[config.mk]
export PLATFORM = sky130hd
export DESIGN_NAME = ne_entry_table_bundle_parser_top
export DESIGN_NICKNAME = d
export VERILOG_FILES = /design/src/rtl/nep_pkg.sv /design/src/rtl/ne_entry_table_bundle_parser_top.sv /design/src/rtl/nep_parse.sv
export SDC_FILE = /design/constraint.sdc
export NUM_CORES = 1
export LEC_CHECK = 0
export BUFFER_PORTS_ARGS = -buffer_cell sky130_fd_sc_hd__buf_2
export CORE_MARGIN = 5
export CORE_UTILIZATION = 53
export CTS_BUF_LIST = sky130_fd_sc_hd__clkbuf_16
export CTS_CLUSTER_SIZE = 12
export DETAILED_ROUTE_END_ITERATION = 16
export PLACE_DENSITY = 0.84
export SETUP_SLACK_MARGIN = 0.2
export SLEW_MARGIN = 20
export SYNTH_ARGS = -nofsm -noshare
export SYNTH_HDL_FRONTEND = slang
export SYNTH_SLANG_ARGS = --single-unit
export TNS_END_PERCENT = 50
[constraint.sdc]
create_clock -name clk -period 2.9 [get_ports clk]
set_input_delay 0.29 -clock clk [delete_from_list [all_inputs] [get_ports clk]]
set_output_delay 0.29 -clock clk [all_outputs]
set_load 0.005 [all_outputs]
[src/rtl/nep_pkg.sv]
// shared types and constants for the entry table bundle parser
package nep_pkg;

    // segment byte that marks a movable segment
    localparam logic [7:0] SEG_MOVABLE  = 8'hFF;

    // entry lengths in bytes
    localparam logic [2:0] STRIDE_SHORT = 3'd3;
    localparam logic [2:0] STRIDE_LONG  = 3'd6;

    // one result beat as produced by the parse step
    typedef struct packed {
        logic        valid;
        logic [7:0]  segment_number;
        logic [15:0] entry_offset;
        logic [7:0]  repeat_count;
    } nep_res_t;

endpackage

[src/rtl/ne_entry_table_bundle_parser_top.sv]
// top level of the entry table bundle parser: input register, parse step, result register
//
//  channel | signals                                         | direction
//  --------+-------------------------------------------------+----------
//  in      | in_valid, in_stall, data_byte, final_byte       | sink
//  out     | out_valid, out_stall, segment_number,           | source
//          | entry_offset, repeat_count                      |
//
// one byte per cycle unless a result waits on a stalled output; a byte's result is loaded
// into the result register after the byte is taken, through the input register and the parse step.
// rst_n clears both stage valids and the parse state (expect count byte,
// position zero).
// a stalled result holds; a byte that produces no result still moves on
// while a stalled result holds the result register, one that produces a result waits.
module ne_entry_table_bundle_parser_top
    import nep_pkg::*;
(
    input  logic        clk,
    input  logic        rst_n,
    input  logic        in_valid,
    output logic        in_stall,
    input  logic [7:0]  data_byte,
    input  logic        final_byte,
    output logic        out_valid,
    input  logic        out_stall,
    output logic [7:0]  segment_number,
    output logic [15:0] entry_offset,
    output logic [7:0]  repeat_count
);

    logic        s1_valid_reg;
    logic [7:0]  s1_byte_reg;
    logic        s1_final_reg;
    logic        out_valid_reg;
    logic [7:0]  seg_out_reg;
    logic [15:0] off_out_reg;
    logic [7:0]  cnt_out_reg;

    logic        out_free;
    logic        advance;
    logic        in_take;
    nep_res_t    res;

    // stage control
    assign out_free = !out_valid_reg || !out_stall;
    assign advance  = s1_valid_reg && (!res.valid || out_free);
    assign in_stall = s1_valid_reg && !advance;
    assign in_take  = in_valid && !in_stall;

    // input register
    always_ff @(posedge clk or negedge rst_n)
    begin
        if (!rst_n)
        begin
            s1_valid_reg <= 1'b0;
        end
        else if (in_take)
        begin
            s1_valid_reg <= 1'b1;
        end
        else if (advance)
        begin
            s1_valid_reg <= 1'b0;
        end
    end

    always_ff @(posedge clk)
    begin
        if (in_take)
        begin
            s1_byte_reg  <= data_byte;
            s1_final_reg <= final_byte;
        end
    end

    // parse step
    nep_parse u_parse (
        .clk        (clk),
        .rst_n      (rst_n),
        .step       (advance),
        .data_byte  (s1_byte_reg),
        .final_byte (s1_final_reg),
        .res        (res)
    );

    // result register
    always_ff @(posedge clk or negedge rst_n)
    begin
        if (!rst_n)
        begin
            out_valid_reg <= 1'b0;
        end
        else if (advance && res.valid)
        begin
            out_valid_reg <= 1'b1;
        end
        else if (!out_stall)
        begin
            out_valid_reg <= 1'b0;
        end
    end

    always_ff @(posedge clk)
    begin
        if (advance && res.valid)
        begin
            seg_out_reg <= res.segment_number;
            off_out_reg <= res.entry_offset;
            cnt_out_reg <= res.repeat_count;
        end
    end

    assign out_valid      = out_valid_reg;
    assign segment_number = seg_out_reg;
    assign entry_offset   = off_out_reg;
    assign repeat_count   = cnt_out_reg;

    // a result never overwrites a beat still waiting downstream
    a_no_overwrite: assert property (@(posedge clk) disable iff (!rst_n)
        (out_valid_reg && out_stall && advance) |-> !res.valid)
        else $error("result written over a stalled beat");

    // every reported entry or bundle carries a nonzero count
    a_count_nonzero: assert property (@(posedge clk) disable iff (!rst_n)
        (advance && res.valid) |-> (res.repeat_count != 8'd0))
        else $error("result with zero repeat count");

    // real entries are reported one at a time
    a_entry_single: assert property (@(posedge clk) disable iff (!rst_n)
        (advance && res.valid && (res.segment_number != 8'd0)) |-> (res.repeat_count == 8'd1))
        else $error("entry result with count other than one");

    // a result from the parse step lands in the output register
    a_result_has_byte: assert property (@(posedge clk) disable iff (!rst_n)
        (advance && res.valid) |=> out_valid_reg)
        else $error("result lost on its way to the output register");

endmodule

[src/rtl/nep_parse.sv]
// parse state and one-byte step logic of the entry table bundle parser
module nep_parse
    import nep_pkg::*;
(
    input  logic       clk,
    input  logic       rst_n,
    input  logic       step,
    input  logic [7:0] data_byte,
    input  logic       final_byte,
    output nep_res_t   res
);

    typedef enum logic [1:0] {
        PH_COUNT,
        PH_SEGMENT,
        PH_ENTRIES,
        PH_DONE
    } phase_t;

    phase_t      phase_reg, phase_next;
    logic [7:0]  left_reg, left_next;
    logic [2:0]  bie_reg, bie_next;
    logic [2:0]  stride_reg, stride_next;
    logic [7:0]  seg_reg, seg_next;
    logic [15:0] pos_reg, pos_next;

    logic [2:0]  bie_inc;
    logic [7:0]  left_dec;

    assign bie_inc  = bie_reg + 3'd1;
    assign left_dec = left_reg - 8'd1;

    // next state and result for the byte in the input register
    always_comb
    begin
        phase_next  = phase_reg;
        left_next   = left_reg;
        bie_next    = bie_reg;
        stride_next = stride_reg;
        seg_next    = seg_reg;
        pos_next    = pos_reg + 16'd1;

        res.valid          = 1'b0;
        res.segment_number = seg_reg;
        res.entry_offset   = pos_reg;
        res.repeat_count   = 8'd1;

        case (phase_reg)
            PH_COUNT:
            begin
                if (data_byte == 8'd0)
                begin
                    phase_next = PH_DONE;
                end
                else
                begin
                    left_next  = data_byte;
                    phase_next = PH_SEGMENT;
                end
            end
            PH_SEGMENT:
            begin
                seg_next = data_byte;
                if (!final_byte)
                begin
                    if (data_byte == 8'd0)
                    begin
                        // empty bundle reported once with its count
                        res.valid          = 1'b1;
                        res.segment_number = 8'd0;
                        res.entry_offset   = pos_reg + 16'd1;
                        res.repeat_count   = left_reg;
                        left_next          = 8'd0;
                        phase_next         = PH_COUNT;
                    end
                    else
                    begin
                        stride_next = (data_byte == SEG_MOVABLE) ? STRIDE_LONG : STRIDE_SHORT;
                        bie_next    = 3'd0;
                        phase_next  = PH_ENTRIES;
                    end
                end
            end
            PH_ENTRIES:
            begin
                if (bie_reg == 3'd0)
                begin
                    res.valid = 1'b1;
                end
                if (bie_inc >= stride_reg)
                begin
                    bie_next  = 3'd0;
                    left_next = left_dec;
                    if (left_dec == 8'd0)
                    begin
                        phase_next = PH_COUNT;
                    end
                end
                else
                begin
                    bie_next = bie_inc;
                end
            end
            default:
            begin
            end
        endcase

        // rearm after the last byte of the table
        if (final_byte)
        begin
            phase_next  = PH_COUNT;
            left_next   = 8'd0;
            bie_next    = 3'd0;
            stride_next = 3'd0;
            seg_next    = 8'd0;
            pos_next    = 16'd0;
        end
    end

    // parse state, updated once per byte that leaves the input register
    always_ff @(posedge clk or negedge rst_n)
    begin
        if (!rst_n)
        begin
            phase_reg  <= PH_COUNT;
            left_reg   <= 8'd0;
            bie_reg    <= 3'd0;
            stride_reg <= 3'd0;
            seg_reg    <= 8'd0;
            pos_reg    <= 16'd0;
        end
        else if (step)
        begin
            phase_reg  <= phase_next;
            left_reg   <= left_next;
            bie_reg    <= bie_next;
            stride_reg <= stride_next;
            seg_reg    <= seg_next;
            pos_reg    <= pos_next;
        end
    end

endmodule

# == Word-level counts from Yosys, hierarchy flattened ==
# Cells that the tools add are included.
# W data, S select, Z words.
# totals
reg_bits,83
inputBits,13
out_inout_bits,34
elab_cells,85
# classes
add_sub_neg,3
magnitude_cmp,1
eq_ne,10
mux,31
bitwise,2
n_reduce_logical,25
# op_table
op,n
$mux W33,2
$mux W8,6
$mux W32,1
$pmux W8 S3,1
$mux W3,7
$add A16 B1 Y16 const B,1
$logic_not A8 Y1,2
$mux W16,1
$mux W2,5
$ne A3 B2 Y1 const B,3
$eq A8 B8 Y1 const B,1
$sub A8 B1 Y8 const B,1
$ne A3 B3 Y1 const B,2
$pmux W2 S3,1
$pmux W3 S2,1
$reduce_and A3 Y1,2
$logic_not A1 Y1,5
$mux W1,5
$reduce_and A5 Y1,1
$logic_and A1 B1 Y1,4
$reduce_and A4 Y1,1
$reduce_bool A2 Y1,2
$reduce_bool A4 Y1,1
$add A3 B1 Y3 const B,1
13 further kinds,15

# == Depth between registers and ports, before layout ==
# depth
ltp_word,12
mapped_depth,9
mapped_depth_nobuf,8

# == By module ==
# From an unflattened synthesis, not the netlist that was laid out.
# unflattened
cells_unflattened,396
area_unflattened_um2,4242.8
# by_module_without_submodules
mod,instances,cells_per_inst,area_per_inst_um2,seq_area_each_um2
nep_parse,1,343,2906.5,1001.0
ne_entry_table_bundle_parser_top,1,53,1336.3,1281.2

# == Least setup slack after synthesis ==
# Ideal clock, no wire load.
# synth_path
kind,register to register
start,reg u_parse.phase_reg[0]
end,"reg off_out_reg[0] (netlist: entry_offset[0]), enable pin"
setup_ns,0.392
t_arrival_ns,2.360
required_time_ns,2.508
path_slack_ns,0.148
path_stages_with_launch,8
n_path_buf,1
synth_period_minus_slack_ns,2.752
cell_sequence,dfrtp_1 -> inv_1 -> ha_1 -> and3b_1 -> a31oi_1 -> o21a_1 -> clkbuf_1 -> and2_1
# synth_between
elab_chain_len,6
word_cells_on_any_way,7
classes_between,eq/ne (2); mux (1); reduce/logical (4)
# synth_rtl
item,line,rtl
from (decl),nep_parse.sv:20,"phase_t phase_reg, phase_next;"
from (signal assigned),nep_parse.sv:135,phase_reg <= phase_next;
$eq A2 B2 Y1 / $eq A2 B1 Y1 (equally long branches),nep_parse.sv:48,case (phase_reg)
$pmux W1 S2 (*),nep_parse.sv:48,
$logic_not A1 Y1,ne_entry_table_bundle_parser_top.sv:46,assign advance = s1_valid_reg && (!res.valid || out_free);
$logic_or A1 B1 Y1,ne_entry_table_bundle_parser_top.sv:46,
$logic_and A1 B1 Y1,ne_entry_table_bundle_parser_top.sv:46,
$logic_and A1 B1 Y1 (*),ne_entry_table_bundle_parser_top.sv:105,if (advance && res.valid)
to (signal assigned),ne_entry_table_bundle_parser_top.sv:108,off_out_reg <= res.entry_offset;
to (decl),ne_entry_table_bundle_parser_top.sv:36,logic [15:0] off_out_reg;
# Every way passes the cells marked *; elsewhere a longest branch is shown, timed or not.
# A chain may end at the register's enable or synchronous reset.

# == Final worst setup path ==
# layout_path
start,reg u_parse.bie_reg[0]
end,reg u_parse.left_reg[2]
# layout_between
elab_chain_len,7
word_cells_on_any_way,10
classes_between,add/sub (1); order compare (1); eq/ne (1); mux (2); reduce/logical (5)
# layout_rtl
item,line,rtl
from (decl),nep_parse.sv:22,"logic [2:0] bie_reg, bie_next;"
from (signal assigned),nep_parse.sv:137,bie_reg <= bie_next;
"parallel branches: the longest is 6 deep, another holds $add A3 B1 Y3",-,
$reduce_and A5 Y1 (no line) (*),-,
to (signal assigned),nep_parse.sv:136,left_reg <= left_next;
to (decl),nep_parse.sv:21,"logic [7:0] left_reg, left_next;"
# Mark *: on every way between the ends.

==> results.toml <==
[status]
status = "finished clean"

[clocking]
path_clk_slew_ps = 60
clock-root-buffer = "clkbuf_16"
clock_latency_ps = 330
numCtsBuffers = 9
htree_levels = 3
cts_setup_buffers = 0
clockBufferDepth = 2
cts_resized = 0
cts_hold_buffers = 0
clkSinkCount = 83
cts_tree = "done"

[global_route]
grt_antenna_before_repair = 0
track_usage_pct = 18.9
grt_pass1_vias = 3049
grt_pass1_wl_mm = 14.8
grt_start_max_net_pins = 43
globalRoute.totalOverflow = 0

[final_layout]
insertedDiodeCount = 0
final_nets = 456
syn_to_final_growth_pct = 14.4
final_cell_mix = "46 x buf_2, 42 x dfrtp_1, 41 x edfxtp_1, 34 x nand2_1, 22 x nor2_1"
final_common_cell = "buf_2"
drive_above_1_share_pct = 20.4

[detailed_routing]
drc = 0
drt_iter0_drc = 211
wl_per_cell_um = 16.5
wl_mm = 8.90
vias = 3178
first_pass_iters = 5
via_per_inst = 5.90
ant_nets = 0

[power_and_ir_drop]
p_per_area_mw_per_mm2 = 737
leakagePower_nw = 1.93
ir_drop_uv = 488

[floorplanning]
die_x_um = 99.2
rows = 32
io_pins = 47
die-area_mm2 = 0.00984
core-area_mm2 = 0.00773
start_util_pct = 54.6
fp.dieH_um = 99.2

[synthesis]
synth_top_flop_cell = "dfrtp_1"
postSynthAreaPerCell_um2 = 10.9
ys.warnings.count = 0
netlist.area_leader.share_pct = 29.2
synth-seq-cells = 83
synth_edf_count = 41
ys_types = 59
synth_seq_area_share_pct = 54.1
async_flop_share_pct = 50.6
synthesis.nets = 412
synth_area_leaders = "edfxtp_1 29%, dfrtp_1 25%, ha_1 3.3%, and2_1 3.1%, nand2_1 3.0%"
synth_area_leader_cell = "edfxtp_1"
syn_inst = 388
syn-cell-area_mm2 = 0.00422

[worst_setup_path]
startpoint = "u_parse.bie_reg[0]$_DFFE_PN0P_"
rrSetupSlack_ps = 370
cpLargestDelayFamily = "compound AO/OA/AOI/OAI gates"
crit_top_cell = "ha_1"
arrival_ps = 2750
cpPeakStageDelay_ps = 450
cp-end-kind = "register"
crit_path_end = "u_parse.left_reg[2]$_DFFE_PN0P_"
crit-reg2reg-launch = "u_parse.bie_reg[0]$_DFFE_PN0P_"
worstReg2RegEnd = "u_parse.left_reg[2]$_DFFE_PN0P_"
startpoint_type = "register"
criticalPathCategory = "register to register"
critical_path_required_ps = 3120
ff2ff_path_depth = 8
cp.buffers_inverters = 1
cp_max_fo = 9
crit_chain = "inv_1 > ha_1 > ha_1 > o21ai_0 > o21ai_2 > o41ai_2 > or3_4 > a211o_1"
cpMaxStageDelayCell = "or3_4"
cp.depth = 8

[placement]
port_buffers = 46
hpwlAfterDp_mm = 6.02
place.gp.congestion = 0.902

[sta]
finalSetupTns_ps = 0
max_freq_mhz = 395
hold_violations = 0
report.final.setup_viol = 0
min_period_ps = 2530
fin_crit_sh_pct = 87.3
worst_pin_slew_ps = 975
rsz0062_at_grt = "no"
drv_slew = 0
max_slew_margin_pct = 35.0
holdWs_ps = 116
fin_skew_ps = 4.30

[run]
maxCapViolations = 0

[min_path]
hp-class = "primary input to async pin"
[area by class of cell]
class	instances	area, um^2
inverters	12	45.0
clock buffers	9	225
well taps	102	128
clock inverters	7	52.6
repair buffers	54	290
fillers	599	2900
flip-flops and latches	83	2280
multi-input cells	272	1800
[through the flow]
| stage | instance area (um^2) | power, mW | instances | utilization, % | setup WS (ps) |
|---|---|---|---|---|---|
| floorplan | 4220 | 2.26 | 388 | - | 474 |
| global route | 4820 | 3.76 | 539 | 62.4 | 234 |
| global placement | 4540 | 2.45 | 523 | 58.8 | 404 |
| detailed placement | 4540 | 2.50 | 523 | 58.8 | 318 |
| CTS | 4820 | 3.56 | 539 | 62.4 | 304 |
| finish | 4820 | 3.56 | 539 | 62.4 | 368 |
[metal layers]
layer	part of all wire, %	vias to the layer above	wire [um]	track usage [%]
li1	-	1514	-	-
met1	43	1497	3840	24.8
met2	47	146	4150	29.4
met3	8.5	21	754	5.96
met4	1.8	0	160	7.46
met5	0	-	0	0
[Yosys cell counts (5+ instances only)]
| master | instances |
|---|---|
| nor2b_1 | 12 |
| nand4_1 | 6 |
| nor3_1 | 9 |
| ha_1 | 11 |
| o21ai_1 | 8 |
| nand3_1 | 10 |
| clkbuf_1 | 14 |
| edfxtp_1 | 41 |
| nor3b_1 | 5 |
| inv_1 | 12 |
| o31ai_1 | 7 |
| dfrtp_1 | 42 |
| a31oi_1 | 12 |
| and2_1 | 21 |
| xor2_1 | 10 |
| o21ai_0 | 20 |
| nor2_1 | 22 |
| nand2_1 | 34 |
| nor4_1 | 9 |
| a21oi_1 | 13 |
| xnor2_1 | 9 |
[how the worst min path moves through the flow]
stage,cells past startpoint,from,end
finish,1,rst_n,u_parse.left_reg[1]$_DFFE_PN0P_
global route,1,data_byte[5],s1_byte_reg[5]$_DFFE_PP_
CTS,1,data_byte[1],s1_byte_reg[1]$_DFFE_PP_
detailed placement,1,data_byte[3],s1_byte_reg[3]$_DFFE_PP_
global placement,1,data_byte[7],s1_byte_reg[7]$_DFFE_PP_
floorplan,0,rst_n,out_valid$_DFFE_PN0P_
[kinds of logic (layout without fill, tap and decap cells)]
| kind of cell | after synthesis | count (layout) | share of synthesized area, % |
|---|---|---|---|
| adder cells (fa/ha/maj) | 11 | 11 | 3.26 |
| XOR/XNOR | 19 | 19 | 3.94 |
| multiplexers | 6 | 6 | 1.60 |
| AO/OA/AOI/OAI | 85 | 85 | 13.4 |
| buffers and inverters | 33 | 82 | 3.32 |
| AND/OR/NAND/NOR | 151 | 151 | 20.3 |
| flip-flops | 83 | 83 | 54.1 |
[where the power goes]
| part | internal [mW] | leakage (nW) | total, mW | switching [mW] |
|---|---|---|---|---|
| combinational | 0.398 | 0.874 | 0.905 | 0.507 |
| sequential | 1.42 | 0.927 | 1.60 | 0.185 |
| clock | 0.584 | 0.126 | 1.05 | 0.463 |
| total | 2.40 | 1.93 | 3.56 | 1.16 |
(Power assumes the default switching activity.)
